**config.mk**
```make
export PLATFORM = sky130hd
export DESIGN_NAME = debounced_input_word_event_scanner
export DESIGN_NICKNAME = d
export VERILOG_FILES = /design/src/rtl/diwes_pkg.sv /design/src/rtl/diwes_scan.sv /design/src/rtl/diwes_queue.sv /design/src/rtl/debounced_input_word_event_scanner.sv
export SDC_FILE = /design/constraint.sdc
export NUM_CORES = 1
export LEC_CHECK = 0
export CAP_MARGIN = 0
export CORE_MARGIN = 2
export CORE_UTILIZATION = 27
export DETAILED_ROUTE_END_ITERATION = 8
export DONT_BUFFER_PORTS = 1
export SLEW_MARGIN = 20
export SYNTH_ARGS = -nofsm -noshare
export SYNTH_HDL_FRONTEND = slang
export SYNTH_HIERARCHICAL = 1
export SYNTH_SLANG_ARGS = --single-unit
```
**constraint.sdc**
```tcl
create_clock -name clock -period 4.2 [get_ports clock]
set_input_delay 0.42 -clock clock [delete_from_list [all_inputs] [get_ports clock]]
set_output_delay 0.42 -clock clock [all_outputs]
set_load 0.01 [all_outputs]
```
**src/rtl/diwes_pkg.sv**
```systemverilog
// shared types and constants of the debounced input word event scanner
`default_nettype none
package diwes_pkg;

   // word layout
   localparam int WORD_BITS     = 16;
   localparam int CONTACT_COUNT = 4;
   localparam int TAMPER_BASE   = 4;
   localparam int BTN_OPEN_BIT  = 8;
   localparam int BTN_CLOSE_BIT = 9;

   // reset values of state and registers
   localparam logic [3:0]  DEBOUNCE_RESET    = 4'd3;
   localparam logic [15:0] LEARN_SHORT_RESET = 16'd150;
   localparam logic [15:0] LEARN_RESET_RESET = 16'd500;

   // register indexes
   localparam logic [1:0] CSR_DEBOUNCE    = 2'd0;
   localparam logic [1:0] CSR_LEARN_SHORT = 2'd1;
   localparam logic [1:0] CSR_LEARN_RESET = 2'd2;

   // event slots in the pending set: contacts first, then open, close, learn
   localparam int SLOT_OPEN  = CONTACT_COUNT;
   localparam int SLOT_CLOSE = CONTACT_COUNT + 1;
   localparam int SLOT_LEARN = CONTACT_COUNT + 2;
   localparam int SLOTS      = CONTACT_COUNT + 3;
   localparam int SLOT_BITS  = $clog2(SLOTS);
   localparam int CIDX_BITS  = (CONTACT_COUNT > 1) ? $clog2(CONTACT_COUNT) : 1;

   typedef enum logic [2:0] {
      EV_CONTACT = 3'd0,
      EV_STOP    = 3'd1,
      EV_OPEN    = 3'd2,
      EV_CLOSE   = 3'd3,
      EV_LEARN   = 3'd4,
      EV_FACTORY = 3'd5
   } event_kind_type;

   typedef struct packed {
      logic [3:0]  debounce_count;
      logic [15:0] learn_short_ticks;
      logic [15:0] learn_reset_ticks;
   } cfg_type;

   // events caused by one item
   typedef struct packed {
      logic [SLOTS-1:0]         mask;
      logic [CONTACT_COUNT-1:0] closed;
      logic [CONTACT_COUNT-1:0] tamper;
      logic                     open_stop;
      logic                     close_stop;
      logic                     factory;
   } pend_type;

   typedef struct packed {
      logic pend_any;
      logic pop;
      logic pop_last;
   } queue_status_type;

endpackage
`default_nettype wire

```
**src/rtl/diwes_scan.sv**
```systemverilog
// debounce state, learn hold counter and event evaluation of one item
`default_nettype none
module diwes_scan (
   input  wire logic                          clock,
   input  wire logic                          reset,
   input  wire diwes_pkg::cfg_type            cfg,
   input  wire logic                          accept,
   input  wire logic [diwes_pkg::WORD_BITS-1:0] raw_word,
   input  wire logic                          learn_level,
   input  wire logic                          shutter_moving,
   input  wire logic                          prime,
   output diwes_pkg::pend_type                events
);
   import diwes_pkg::*;

   logic [WORD_BITS-1:0] stable_ff, stable_in;
   logic [WORD_BITS-1:0] prev_ff, prev_in;
   logic [3:0]           count_ff, count_in;
   logic [15:0]          held_ff, held_in;
   logic                 fired_ff, fired_in;

   logic                 same, settled, changed, open_ev, close_ev, moving2;
   logic                 pressed, learn_ev, factory_ev;
   logic [WORD_BITS-1:0] diff;
   logic [15:0]          held_inc, learn_min;

   // debounce, change and learn hold evaluation
   always_comb begin
      same      = (raw_word == prev_ff);
      settled   = same && !(count_ff < cfg.debounce_count);
      changed   = settled && (raw_word != stable_ff);
      diff      = stable_ff ^ raw_word;
      open_ev   = changed && diff[BTN_OPEN_BIT] && !raw_word[BTN_OPEN_BIT];
      moving2   = shutter_moving || open_ev;
      close_ev  = changed && diff[BTN_CLOSE_BIT] && !raw_word[BTN_CLOSE_BIT];
      pressed   = !learn_level;
      held_inc  = (held_ff == 16'hFFFF) ? held_ff : held_ff + 16'd1;
      learn_min = (cfg.debounce_count == 4'd0) ? 16'd1 : {12'd0, cfg.debounce_count};
      factory_ev = pressed && (held_inc >= cfg.learn_reset_ticks) && !fired_ff;
      learn_ev   = !pressed && (held_ff >= learn_min) &&
                   (held_ff < cfg.learn_short_ticks) && !fired_ff;
   end

   // event set
   always_comb begin
      events = '0;
      for (int i = 0; i < CONTACT_COUNT; i++) begin
         events.mask[i]   = !prime && changed && (diff[i] || diff[TAMPER_BASE + i]);
         events.closed[i] = !raw_word[i];
         events.tamper[i] = raw_word[TAMPER_BASE + i];
      end
      events.mask[SLOT_OPEN]  = !prime && open_ev;
      events.mask[SLOT_CLOSE] = !prime && close_ev;
      events.mask[SLOT_LEARN] = !prime && (factory_ev || learn_ev);
      events.open_stop        = shutter_moving;
      events.close_stop       = moving2;
      events.factory          = pressed;
   end

   // next state
   always_comb begin
      stable_in = stable_ff;
      prev_in   = prev_ff;
      count_in  = count_ff;
      held_in   = held_ff;
      fired_in  = fired_ff;
      if (prime) begin
         stable_in = raw_word;
         prev_in   = raw_word;
         count_in  = cfg.debounce_count;
      end else begin
         if (!same) begin
            prev_in  = raw_word;
            count_in = 4'd0;
         end else if (count_ff < cfg.debounce_count) begin
            count_in = count_ff + 4'd1;
         end else if (changed) begin
            stable_in = raw_word;
         end
         if (pressed) begin
            held_in  = held_inc;
            fired_in = fired_ff || factory_ev;
         end else begin
            held_in  = 16'd0;
            fired_in = 1'b0;
         end
      end
   end

   // state registers
   always_ff @(posedge clock) begin
      if (reset) begin
         stable_ff <= '1;
         prev_ff   <= '1;
         count_ff  <= DEBOUNCE_RESET;
         held_ff   <= 16'd0;
         fired_ff  <= 1'b0;
      end else if (accept) begin
         stable_ff <= stable_in;
         prev_ff   <= prev_in;
         count_ff  <= count_in;
         held_ff   <= held_in;
         fired_ff  <= fired_in;
      end
   end

endmodule
`default_nettype wire

```
**src/rtl/diwes_queue.sv**
```systemverilog
// pending event set and output register, one event per cycle while rsp_stall is low
`default_nettype none
module diwes_queue (
   input  wire logic                    clock,
   input  wire logic                    reset,
   input  wire logic                    load,
   input  wire diwes_pkg::pend_type     events,
   output logic                         load_stall,
   output diwes_pkg::queue_status_type  status,
   output logic                         rsp_valid,
   input  wire logic                    rsp_stall,
   output logic [2:0]                   rsp_event_kind,
   output logic [1:0]                   rsp_contact_index,
   output logic                         rsp_contact_closed,
   output logic                         rsp_tamper_open,
   output logic                         rsp_last_event
);
   import diwes_pkg::*;

   logic [SLOTS-1:0]         mask_ff, mask_in, rest;
   logic [CONTACT_COUNT-1:0] closed_ff, tamper_ff;
   logic                     open_stop_ff, close_stop_ff, factory_ff;
   logic                     valid_ff;
   logic [2:0]               kind_ff;
   logic [1:0]               index_ff;
   logic                     closed_out_ff, tamper_out_ff, last_ff;

   logic [SLOT_BITS-1:0]     sel;
   logic [CIDX_BITS-1:0]     cidx;
   logic                     found, pop, last;
   event_kind_type           kind;

   // lowest pending slot
   always_comb begin
      sel   = '0;
      found = 1'b0;
      for (int i = 0; i < SLOTS; i++) begin
         if (!found && mask_ff[i]) begin
            sel   = SLOT_BITS'(i);
            found = 1'b1;
         end
      end
      rest = mask_ff;
      rest[sel] = 1'b0;
      last = (rest == '0);
      pop  = found && (!valid_ff || !rsp_stall);
      cidx = sel[CIDX_BITS-1:0];
   end

   // event kind of the selected slot
   always_comb begin
      if (sel == SLOT_BITS'(SLOT_OPEN)) begin
         kind = open_stop_ff ? EV_STOP : EV_OPEN;
      end else if (sel == SLOT_BITS'(SLOT_CLOSE)) begin
         kind = close_stop_ff ? EV_STOP : EV_CLOSE;
      end else if (sel == SLOT_BITS'(SLOT_LEARN)) begin
         kind = factory_ff ? EV_FACTORY : EV_LEARN;
      end else begin
         kind = EV_CONTACT;
      end
   end

   // a new item may enter once the pending set drains this cycle
   assign load_stall = found && !(pop && last);

   always_comb begin
      if (load) begin
         mask_in = events.mask;
      end else if (pop) begin
         mask_in = rest;
      end else begin
         mask_in = mask_ff;
      end
   end

   // pending set
   always_ff @(posedge clock) begin
      if (reset) begin
         mask_ff <= '0;
      end else begin
         mask_ff <= mask_in;
      end
   end

   always_ff @(posedge clock) begin
      if (load) begin
         closed_ff     <= events.closed;
         tamper_ff     <= events.tamper;
         open_stop_ff  <= events.open_stop;
         close_stop_ff <= events.close_stop;
         factory_ff    <= events.factory;
      end
   end

   // output register
   always_ff @(posedge clock) begin
      if (reset) begin
         valid_ff <= 1'b0;
      end else if (pop) begin
         valid_ff <= 1'b1;
      end else if (!rsp_stall) begin
         valid_ff <= 1'b0;
      end
   end

   always_ff @(posedge clock) begin
      if (pop) begin
         kind_ff <= kind;
         last_ff <= last;
         if (kind == EV_CONTACT) begin
            index_ff      <= 2'(cidx);
            closed_out_ff <= closed_ff[cidx];
            tamper_out_ff <= tamper_ff[cidx];
         end else begin
            index_ff      <= 2'd0;
            closed_out_ff <= 1'b0;
            tamper_out_ff <= 1'b0;
         end
      end
   end

   assign status.pend_any     = found;
   assign status.pop          = pop;
   assign status.pop_last     = last;
   assign rsp_valid           = valid_ff;
   assign rsp_event_kind      = kind_ff;
   assign rsp_contact_index   = index_ff;
   assign rsp_contact_closed  = closed_out_ff;
   assign rsp_tamper_open     = tamper_out_ff;
   assign rsp_last_event      = last_ff;

endmodule
`default_nettype wire

```
**src/rtl/debounced_input_word_event_scanner.sv**
```systemverilog
// top level of the debounced input word event scanner
// Usage:
//   req channel: one item per scan tick (raw word, learn level, moving flag,
//   prime). Accepted when req_valid is high and req_stall is low.
//   rsp channel: one item per event, in order contacts, open button, close
//   button, learn; rsp_last_event marks the final event of a tick. A tick
//   with no event produces no rsp item.
//   csr port: csr_wr_en writes csr_wdata into register csr_index (0 debounce
//   count, 1 learn short ticks, 2 learn reset ticks); other indexes ignored.
// Path: an event is held in the event set, which loads at the accepting edge,
//   and then in the output register, which drives the rsp item.
// Throughput: the output register takes one event per cycle while rsp_stall
//   is low; a tick has up to seven events, and a new tick is accepted in the
//   cycle the last event of the old one leaves the event set, or at once if none.
// Reset (synchronous, active high): stable and previous words all ones,
//   scan count three, learn counter clear, registers to defaults, no
//   pending events.
// Stall: while rsp_stall holds, the output register keeps its item and
//   req_stall rises as soon as the event set still holds undelivered events.
`default_nettype none
module debounced_input_word_event_scanner (
   input  wire logic                          clock,
   input  wire logic                          reset,
   input  wire logic                          req_valid,
   output logic                               req_stall,
   input  wire logic [diwes_pkg::WORD_BITS-1:0] req_raw_word,
   input  wire logic                          req_learn_level,
   input  wire logic                          req_shutter_moving,
   input  wire logic                          req_prime,
   output logic                               rsp_valid,
   input  wire logic                          rsp_stall,
   output logic [2:0]                         rsp_event_kind,
   output logic [1:0]                         rsp_contact_index,
   output logic                               rsp_contact_closed,
   output logic                               rsp_tamper_open,
   output logic                               rsp_last_event,
   input  wire logic                          csr_wr_en,
   input  wire logic [1:0]                    csr_index,
   input  wire logic [15:0]                   csr_wdata
);
   import diwes_pkg::*;

   cfg_type          cfg_ff;
   pend_type         events;
   queue_status_type status;
   logic             accept;

   // configuration registers
   always_ff @(posedge clock) begin
      if (reset) begin
         cfg_ff.debounce_count    <= DEBOUNCE_RESET;
         cfg_ff.learn_short_ticks <= LEARN_SHORT_RESET;
         cfg_ff.learn_reset_ticks <= LEARN_RESET_RESET;
      end else if (csr_wr_en) begin
         unique case (csr_index)
            CSR_DEBOUNCE:    cfg_ff.debounce_count    <= csr_wdata[3:0];
            CSR_LEARN_SHORT: cfg_ff.learn_short_ticks <= csr_wdata;
            CSR_LEARN_RESET: cfg_ff.learn_reset_ticks <= csr_wdata;
            default: ;
         endcase
      end
   end

   assign accept = req_valid && !req_stall;

   diwes_scan u_scan (
      .clock          (clock),
      .reset          (reset),
      .cfg            (cfg_ff),
      .accept         (accept),
      .raw_word       (req_raw_word),
      .learn_level    (req_learn_level),
      .shutter_moving (req_shutter_moving),
      .prime          (req_prime),
      .events         (events)
   );

   diwes_queue u_queue (
      .clock              (clock),
      .reset              (reset),
      .load               (accept),
      .events             (events),
      .load_stall         (req_stall),
      .status             (status),
      .rsp_valid          (rsp_valid),
      .rsp_stall          (rsp_stall),
      .rsp_event_kind     (rsp_event_kind),
      .rsp_contact_index  (rsp_contact_index),
      .rsp_contact_closed (rsp_contact_closed),
      .rsp_tamper_open    (rsp_tamper_open),
      .rsp_last_event     (rsp_last_event)
   );

`ifndef SYNTHESIS
   // an empty event set never holds off a new item
   a_no_stall_when_empty: assert property (@(posedge clock) disable iff (reset)
      !status.pend_any |-> !req_stall)
      else $error("req stalled with no pending events");

   // an event that is not the last leaves more events pending
   a_more_after_not_last: assert property (@(posedge clock) disable iff (reset)
      status.pop && !status.pop_last |=> status.pend_any)
      else $error("events lost after a non-final event");

   // every delivered event comes from a pop
   a_rsp_from_pop: assert property (@(posedge clock) disable iff (reset)
      $rose(rsp_valid) |-> $past(status.pop))
      else $error("rsp item without a popped event");

   // non-contact events carry zero contact fields
   a_noncontact_zero: assert property (@(posedge clock) disable iff (reset)
      rsp_valid && (rsp_event_kind != EV_CONTACT) |->
         (rsp_contact_index == 2'd0) && !rsp_contact_closed && !rsp_tamper_open)
      else $error("contact fields set on a non-contact event");
`endif

endmodule
`default_nettype wire
```
# Word-level counts from Yosys, hierarchy flattened

Cells that the tools add are included.

Register bits after elaboration: 116
Bits of input ports: 42
Output and inout bits: 10
Word-level logic and storage cells: 159

Add/subtract/negate cells: 2
Magnitude comparators: 7
Equality and inequality tests: 12
Mux-type cells: 42
Bitwise logic cells: 4
Reductions and logical operators: 72

Operators with widths:

| operator                                      | number |
|---|---|
| two-way mux 16 bit                            | 8 |
| >= comparator 16 bit                          | 2 |
| logical AND 1 bit                             | 30 |
| zero test 1 bit                               | 20 |
| two-way mux 3 bit                             | 6 |
| adder 16 x 1 -> 16 bit, second input constant | 1 |
| == test 16 bit                                | 1 |
| == test 16 bit, second input constant         | 1 |
| less-than comparator 16 bit                   | 1 |
| two-way mux 4 bit                             | 4 |
| inequality test 16 bit                        | 1 |
| two-way mux 1 bit                             | 15 |
| two-way mux 7 bit                             | 2 |
| AND reduction 2 bit                           | 6 |
| bitwise XOR 10 bit                            | 1 |
| == test 3 bit, second input constant          | 3 |
| logical OR 1 bit                              | 8 |
| two-way mux 2 bit                             | 4 |
| bitwise AND 7 bit                             | 1 |
| zero test 7 bit                               | 1 |
| inverter 7 bit                                | 1 |
| nonzero test 2 bit                            | 3 |
| adder 4 x 1 -> 4 bit, second input constant   | 1 |
| binary-select mux 1 bit (select 2 bit)        | 2 |
| other kinds (15)                              | 16 |

# Depth between registers and ports, before layout

Gate-level depths: netlist of the first run.

Depth after elaboration: 32
Mapped depth: 15
Mapped depth without buffers: 15

# Modules after synthesis

The synthesis of the first run kept the hierarchy.

Modules (own cells, without submodules):

| module                             | times used | cells each | area an instance (µm²) | seq. area each (µm²) |
|---|---|---|---|---|
| diwes_scan                         | 1          | 475        | 3893.7                 | 1061.0 |
| debounced_input_word_event_scanner | 1          | 145        | 1495.2                 | 720.7 |
| diwes_queue                        | 1          | 102        | 1197.4                 | 730.7 |

# Worst setup path before layout of the first run

Ideal clock, no wire load.

Kind: register to register
Start: register u_scan.held_ff[1]
End: register u_queue.mask_ff[6]
Setup time: 0.128 ns
Data arrival time: 3.094 ns
Data required time: 4.072 ns
Slack: 0.978 ns
Cell stages (with the launch flop): 14
Path buffers: 0
Period minus slack after synthesis: 3.222 ns
Path through: dfxtp_1 -> ha_1 -> nand2_1 -> nor4_4 -> nand2_1 -> mux2_2 -> ha_1 -> a21o_1 -> a211o_1 -> a221oi_1 -> o221ai_1 -> a22o_1 -> nand2_1 -> a21oi_1

RTL lines:

| item                     | RTL line          | RTL |
|---|---|---|
| start: declaration       | diwes_scan.sv:19  | `logic [15:0] held_ff, held_in;` |
| start signal: assignment | diwes_scan.sv:102 | `held_ff <= held_in;` |
| end signal: assignment   | diwes_queue.sv:81 | `mask_ff <= mask_in;` |
| end: declaration         | diwes_queue.sv:20 | `logic [SLOTS-1:0] mask_ff, mask_in, rest;` |

==> results_dict.tcl, run 1 <==
set metrics [dict create \
    vias_per_cell 4.74 \
    rsz0062_at_grt "no" \
    firstDrtPassIters 5 \
    whs_endpoint "u_queue/tamper_ff[2]" \
    syn-cell-area_um2 6560 \
    power_frac_seq 0.431 \
    rows 57 \
    coreArea_um2 24100 \
    die_y_um 160 \
    tightest_slew_ns 0.805 \
    reg2reg_depth 14 \
    drc_errors 0 \
    port_buffers 0 \
    p_sw_frac 0.228 \
    status "completed" \
    antenna_found_initial 0 \
    dp_cells 998 \
    routed_wirelength_um 15000 \
    ios 52 \
    period_needed_ns 3.71 \
    min_path_cells 0 \
    slew_headroom 0.463 \
    required_ns 4.49 \
    setup-tns-final_ns 0 \
    holdBufCountCts 0 \
    grt_pass1_wl_um 24600 \
    cts_setup_buffers 0 \
    place_ws_ns 0.540 \
    finalSetupViolCount 0 \
    wl_per_cell_um 14.6 \
    max_freq_ghz 0.270 \
    syn_inst 718 \
    min_from "req_raw_word[6]" \
    final_cells 1029 \
    cts_made_buffers 17 \
    dp_hpwl_um 10700 \
    combPwrFrac 0.064 \
    p_total_mw 2.76 \
    cts_resized 0 \
    cts_buffer_depth 2 \
    path_max_fanout 9 \
    rr_endpoint "u_queue/mask_ff[6]" \
    place.gp.congestion 0.848 \
    fin_area_um2 7320 \
    final_common_cell "dfxtp_1" \
    syn_area_per_cell_um2 9.14 \
    grtUsageTotal 0.121 \
    drtIter0Drc 366 \
    grt_pass1_vias 4754 \
    dpl_cell_area_um2 6740 \
    path_class "reg -> reg" \
    fin_nets 775 \
    layout_common_cells "97 x dfxtp_1, 56 x nor2_1, 53 x a21oi_1, 51 x mux2i_1, 48 x inv_1" \
    period_share 0.883 \
    num_antenna_cells 0 \
    grt.overflow.total 0 \
    clk_pin_slew_ns 0.06 \
    end_kind "flop" \
    peakVddDrop_mv 0.204 \
    dieArea_um2 25600 \
    syn_nets 800 \
    syn_to_final_growth_pct 11.7 \
    hold_violations 0 \
    die_x_um 160 \
    maxCapViolations 0 \
    fin_ws_ns 0.490 \
    clock_power_share 0.505 \
    power_leakage_nw 2.99 \
    switchingPower_mw 0.630 \
    antenna_left 0 \
    clock_latency_ns 0.42 \
    yosysWarnings 6 \
    grt_max_degree 117 \
    final_layout_size_suffix_gt1_frac 0.0823 \
    via_count 4882 \
    hold_path.class "in -> reg" \
    r2r_slack_ns 0.49 \
    cts_tree "yes" \
    p_per_area_nw_per_um2 377 \
    crit_arrival_ns 4.00 \
    internal_power_mw 2.13 \
    cts_sinks 116 \
    htreeDepth 4 \
    start_util 0.272 \
    cp-start-kind "flop" \
    rr_startpoint "u_scan/held_ff[1]" \
    fin_skew_ns 0.0116 \
    root_buffer "clkbuf_16" \
    maxSlewViolCount 0 \
]
## worst max-delay path by stage
stage,start,endpoint,slack (ns),depth (start not counted)
finish,u_scan/held_ff[1],u_queue/mask_ff[6],0.49,14
CTS,u_scan/held_ff[1],u_queue/mask_ff[6],0.50,14
detailed placement,u_scan/held_ff[1],u_queue/mask_ff[6],0.54,14
floorplan,u_scan/held_ff[1],u_queue/mask_ff[6],0.98,13
global route,u_scan/held_ff[1],u_queue/mask_ff[6],0.19,14
global placement,u_scan/held_ff[1],u_queue/mask_ff[6],0.70,13
## final cells by class
class,instances,area (um^2)
Inverter,48,180
Fill cell,2577,16800
Clock inverter,8,76.3
Clock buffer,23,498
Sequential cell,116,2510
Timing Repair Buffer,4,30.0
Tap cell,324,405
Multi-Input combinational cell,506,3620
## critical path, cell delays in order, from the launching register on
cell and delay, ns:
dfxtp_1 0.44, ha_1 0.24, nand2_1 0.11, nor4_4 0.54, nand2_1 0.31, xnor2_1 0.25
ha_1 0.26, nand2b_1 0.15, a21o_1 0.17, a211o_1 0.29, a221oi_1 0.28, o221ai_1 0.21
a22o_1 0.22, nand2_1 0.06, a21oi_1 0.05
## registers in the layout, indices dropped and copies added (netlist names), 2 cells and up
name                       count
u_queue/closed_ff              4
u_scan/prev_ff                16
u_queue/rsp_event_kind         3
u_queue/rsp_contact_index      2
u_scan/held_ff                16
u_scan/stable_ff              16
u_queue/tamper_ff              4
cfg_ff                        36
u_queue/mask_ff                7
u_scan/count_ff                4
## power by group through the flow
stage | Sequential, mW | Combinational, mW | Clock, mW
after global routing | 1.20 | 0.199 | 1.47
after CTS | 1.19 | 0.179 | 1.42
after detailed placement | 1.22 | 0.177 | 0
after floorplan | 1.21 | 0.167 | 0
after global placement | 1.21 | 0.174 | 0
final | 1.19 | 0.178 | 1.39
## stage by stage
stage / hold WS, ns / util
floorplan: 0.449 / -
global placement: 0.459 / 0.280
detailed placement: 0.460 / 0.280
CTS: 0.0598 / 0.304
global route: 0.0755 / 0.304
finish: 0.0962 / 0.304
## layer usage
layer  wire (um)  track usage
met5           0            0
met4         309       0.0504
met2        7150        0.200
met1        6820        0.151
met3         715       0.0299
No activity file was read; power rests on OpenSTA's default activity.
==> run 2, diff against run 1 <==
clock period = 4.48 ns   (was 4.2 ns; I/O delays follow)
==> results_dict.tcl, run 2 (synthesis gave the netlist of run 1 again) <==
set metrics [dict create \
    place.gp.congestion 0.849 \
    whs_ns 0.129 \
    rows 57 \
    maxSlewViolCount 0 \
    holdBufCountCts 0 \
    period_needed_ns 3.66 \
    max_freq_ghz 0.273 \
    layout_common_cells "97 x dfxtp_1, 56 x nor2_1, 53 x a21oi_1, 51 x mux2i_1, 48 x inv_1" \
    grt.overflow.total 0 \
    ios 52 \
    coreArea_um2 24100 \
    period_share 0.818 \
    largest_reg_flops 36 \
    maxCapViolations 0 \
    path_max_fanout 9 \
    switchingPower_mw 0.586 \
    internal_power_mw 2.03 \
    num_antenna_cells 0 \
    combPwrFrac 0.064 \
    clock_latency_ns 0.41 \
    antenna_found_initial 0 \
    slowest_stage "nor4_4" \
    via_count 4866 \
    peakVddDrop_mv 0.194 \
    drtIter0Drc 326 \
    fin_area_um2 7330 \
    final_common_cell "dfxtp_1" \
    required_ns 4.76 \
    grtUsageTotal 0.123 \
    top_register "cfg_ff" \
    power_leakage_nw 3.00 \
    slew_headroom 0.484 \
    cp_common_cell "nand2_1" \
    firstDrtPassIters 5 \
    cts_made_buffers 17 \
    cts_tree "yes" \
    grt_pass1_wl_um 25000 \
    path_cells "ha_1 > nand2_1 > nor4_4 > nand2_1 > mux2_2 > ha_1 > a21o_1 > a211o_1 > a221oi_1 > o221ai_1 > a22o_1 > nand2_1 > a21oi_1" \
    path_class "reg -> reg" \
    p_sw_frac 0.224 \
    hold_violations 0 \
    die_y_um 160 \
    clock_power_share 0.509 \
    rsz0062_at_grt "no" \
    power_frac_seq 0.427 \
    cts_setup_buffers 0 \
    finalSetupViolCount 0 \
    dp_hpwl_um 10600 \
    die_x_um 160 \
    cts_resized 0 \
    grt_max_degree 117 \
    grt_pass1_vias 4725 \
    dieArea_um2 25600 \
    p_total_mw 2.62 \
    dpl_cell_area_um2 6740 \
    crit_arrival_ns 3.95 \
    syn_to_final_growth_pct 11.8 \
    status "completed" \
    vias_per_cell 4.72 \
    p_per_area_nw_per_um2 357 \
    fin_nets 775 \
    cts_buffer_depth 2 \
    fin_skew_ns 0.00774 \
    cts_sinks 116 \
    hold_path.class "in -> reg" \
    fillers 2572 \
    antenna_left 0 \
    start_util 0.272 \
    drc_errors 0 \
    port_buffers 0 \
    cp_slowest_stage_delay_ns 0.53 \
    cp-start-kind "flop" \
    final_layout_size_suffix_gt1_frac 0.0807 \
    tightest_slew_ns 0.773 \
    setup-tns-final_ns 0 \
    wl_per_cell_um 14.5 \
    htreeDepth 4 \
    root_buffer "clkbuf_16" \
    clk_pin_slew_ns 0.06 \
    end_kind "flop" \
    routed_wirelength_um 14900 \
]
## run 2: per-layer routing
layer	routed length (um)	global-route usage	up-vias	share of wire
met5	0	0	-	0
met4	313	0.0508	0	0.021
met3	587	0.0299	15	0.039
met2	7130	0.198	99	0.48
met1	6920	0.157	2285	0.46
li1	-	-	2467	-
## run 2: through the flow
step           worst slack (ns)  utilization  std cells
4_1_cts                   0.819        0.304       1030
3_3_place_gp              0.954        0.280        998
6_report                  0.815        0.304       1030
3_5_place_dp              0.837        0.280        998
2_1_floorplan              1.26            -        718
5_1_grt                   0.474        0.304       1030
## run 2: power groups by stage
stage / sequential, mW / combinational (mW) / clock [mW]
5_1_grt: 1.12 / 0.188 / 1.41
3_3_place_gp: 1.14 / 0.164 / 0
3_5_place_dp: 1.14 / 0.166 / 0
6_report: 1.12 / 0.167 / 1.33
2_1_floorplan: 1.13 / 0.156 / 0
4_1_cts: 1.12 / 0.168 / 1.35
## run 2: path summary, 6_finish.rpt
check | depth (start not counted) | slack (ns) | start | endpoint
worst max-delay path | 13 | 0.82 | u_scan/held_ff[1] | u_queue/mask_ff[6]
worst min-delay path | 0 | 0.13 | req_raw_word[5] | u_queue/tamper_ff[1]
worst max register to register | 13 | 0.82 | u_scan/held_ff[1] | u_queue/mask_ff[6]
worst min register to register | 2 | 0.47 | cfg_ff[13] | cfg_ff[13]
## run 2: area by class of cell
cell class	instances	area (um^2)	area share
Multi-Input combinational cell	506	3620	0.494
Clock buffer	23	478	0.0652
Clock inverter	9	104	0.0142
Tap cell	324	405	0.0553
Timing Repair Buffer	4	30.0	0.00410
Inverter	48	180	0.0246
Sequential cell	116	2510	0.343
## run 2: worst max-delay path, delay by kind of cell (launching register included)
kind / cells / cell delay (ns)
fa+ha+maj: 2 / 0.50
compound gates: 6 / 1.23
mux: 1 / 0.36
flops: 1 / 0.44
simple gates: 4 / 1.01
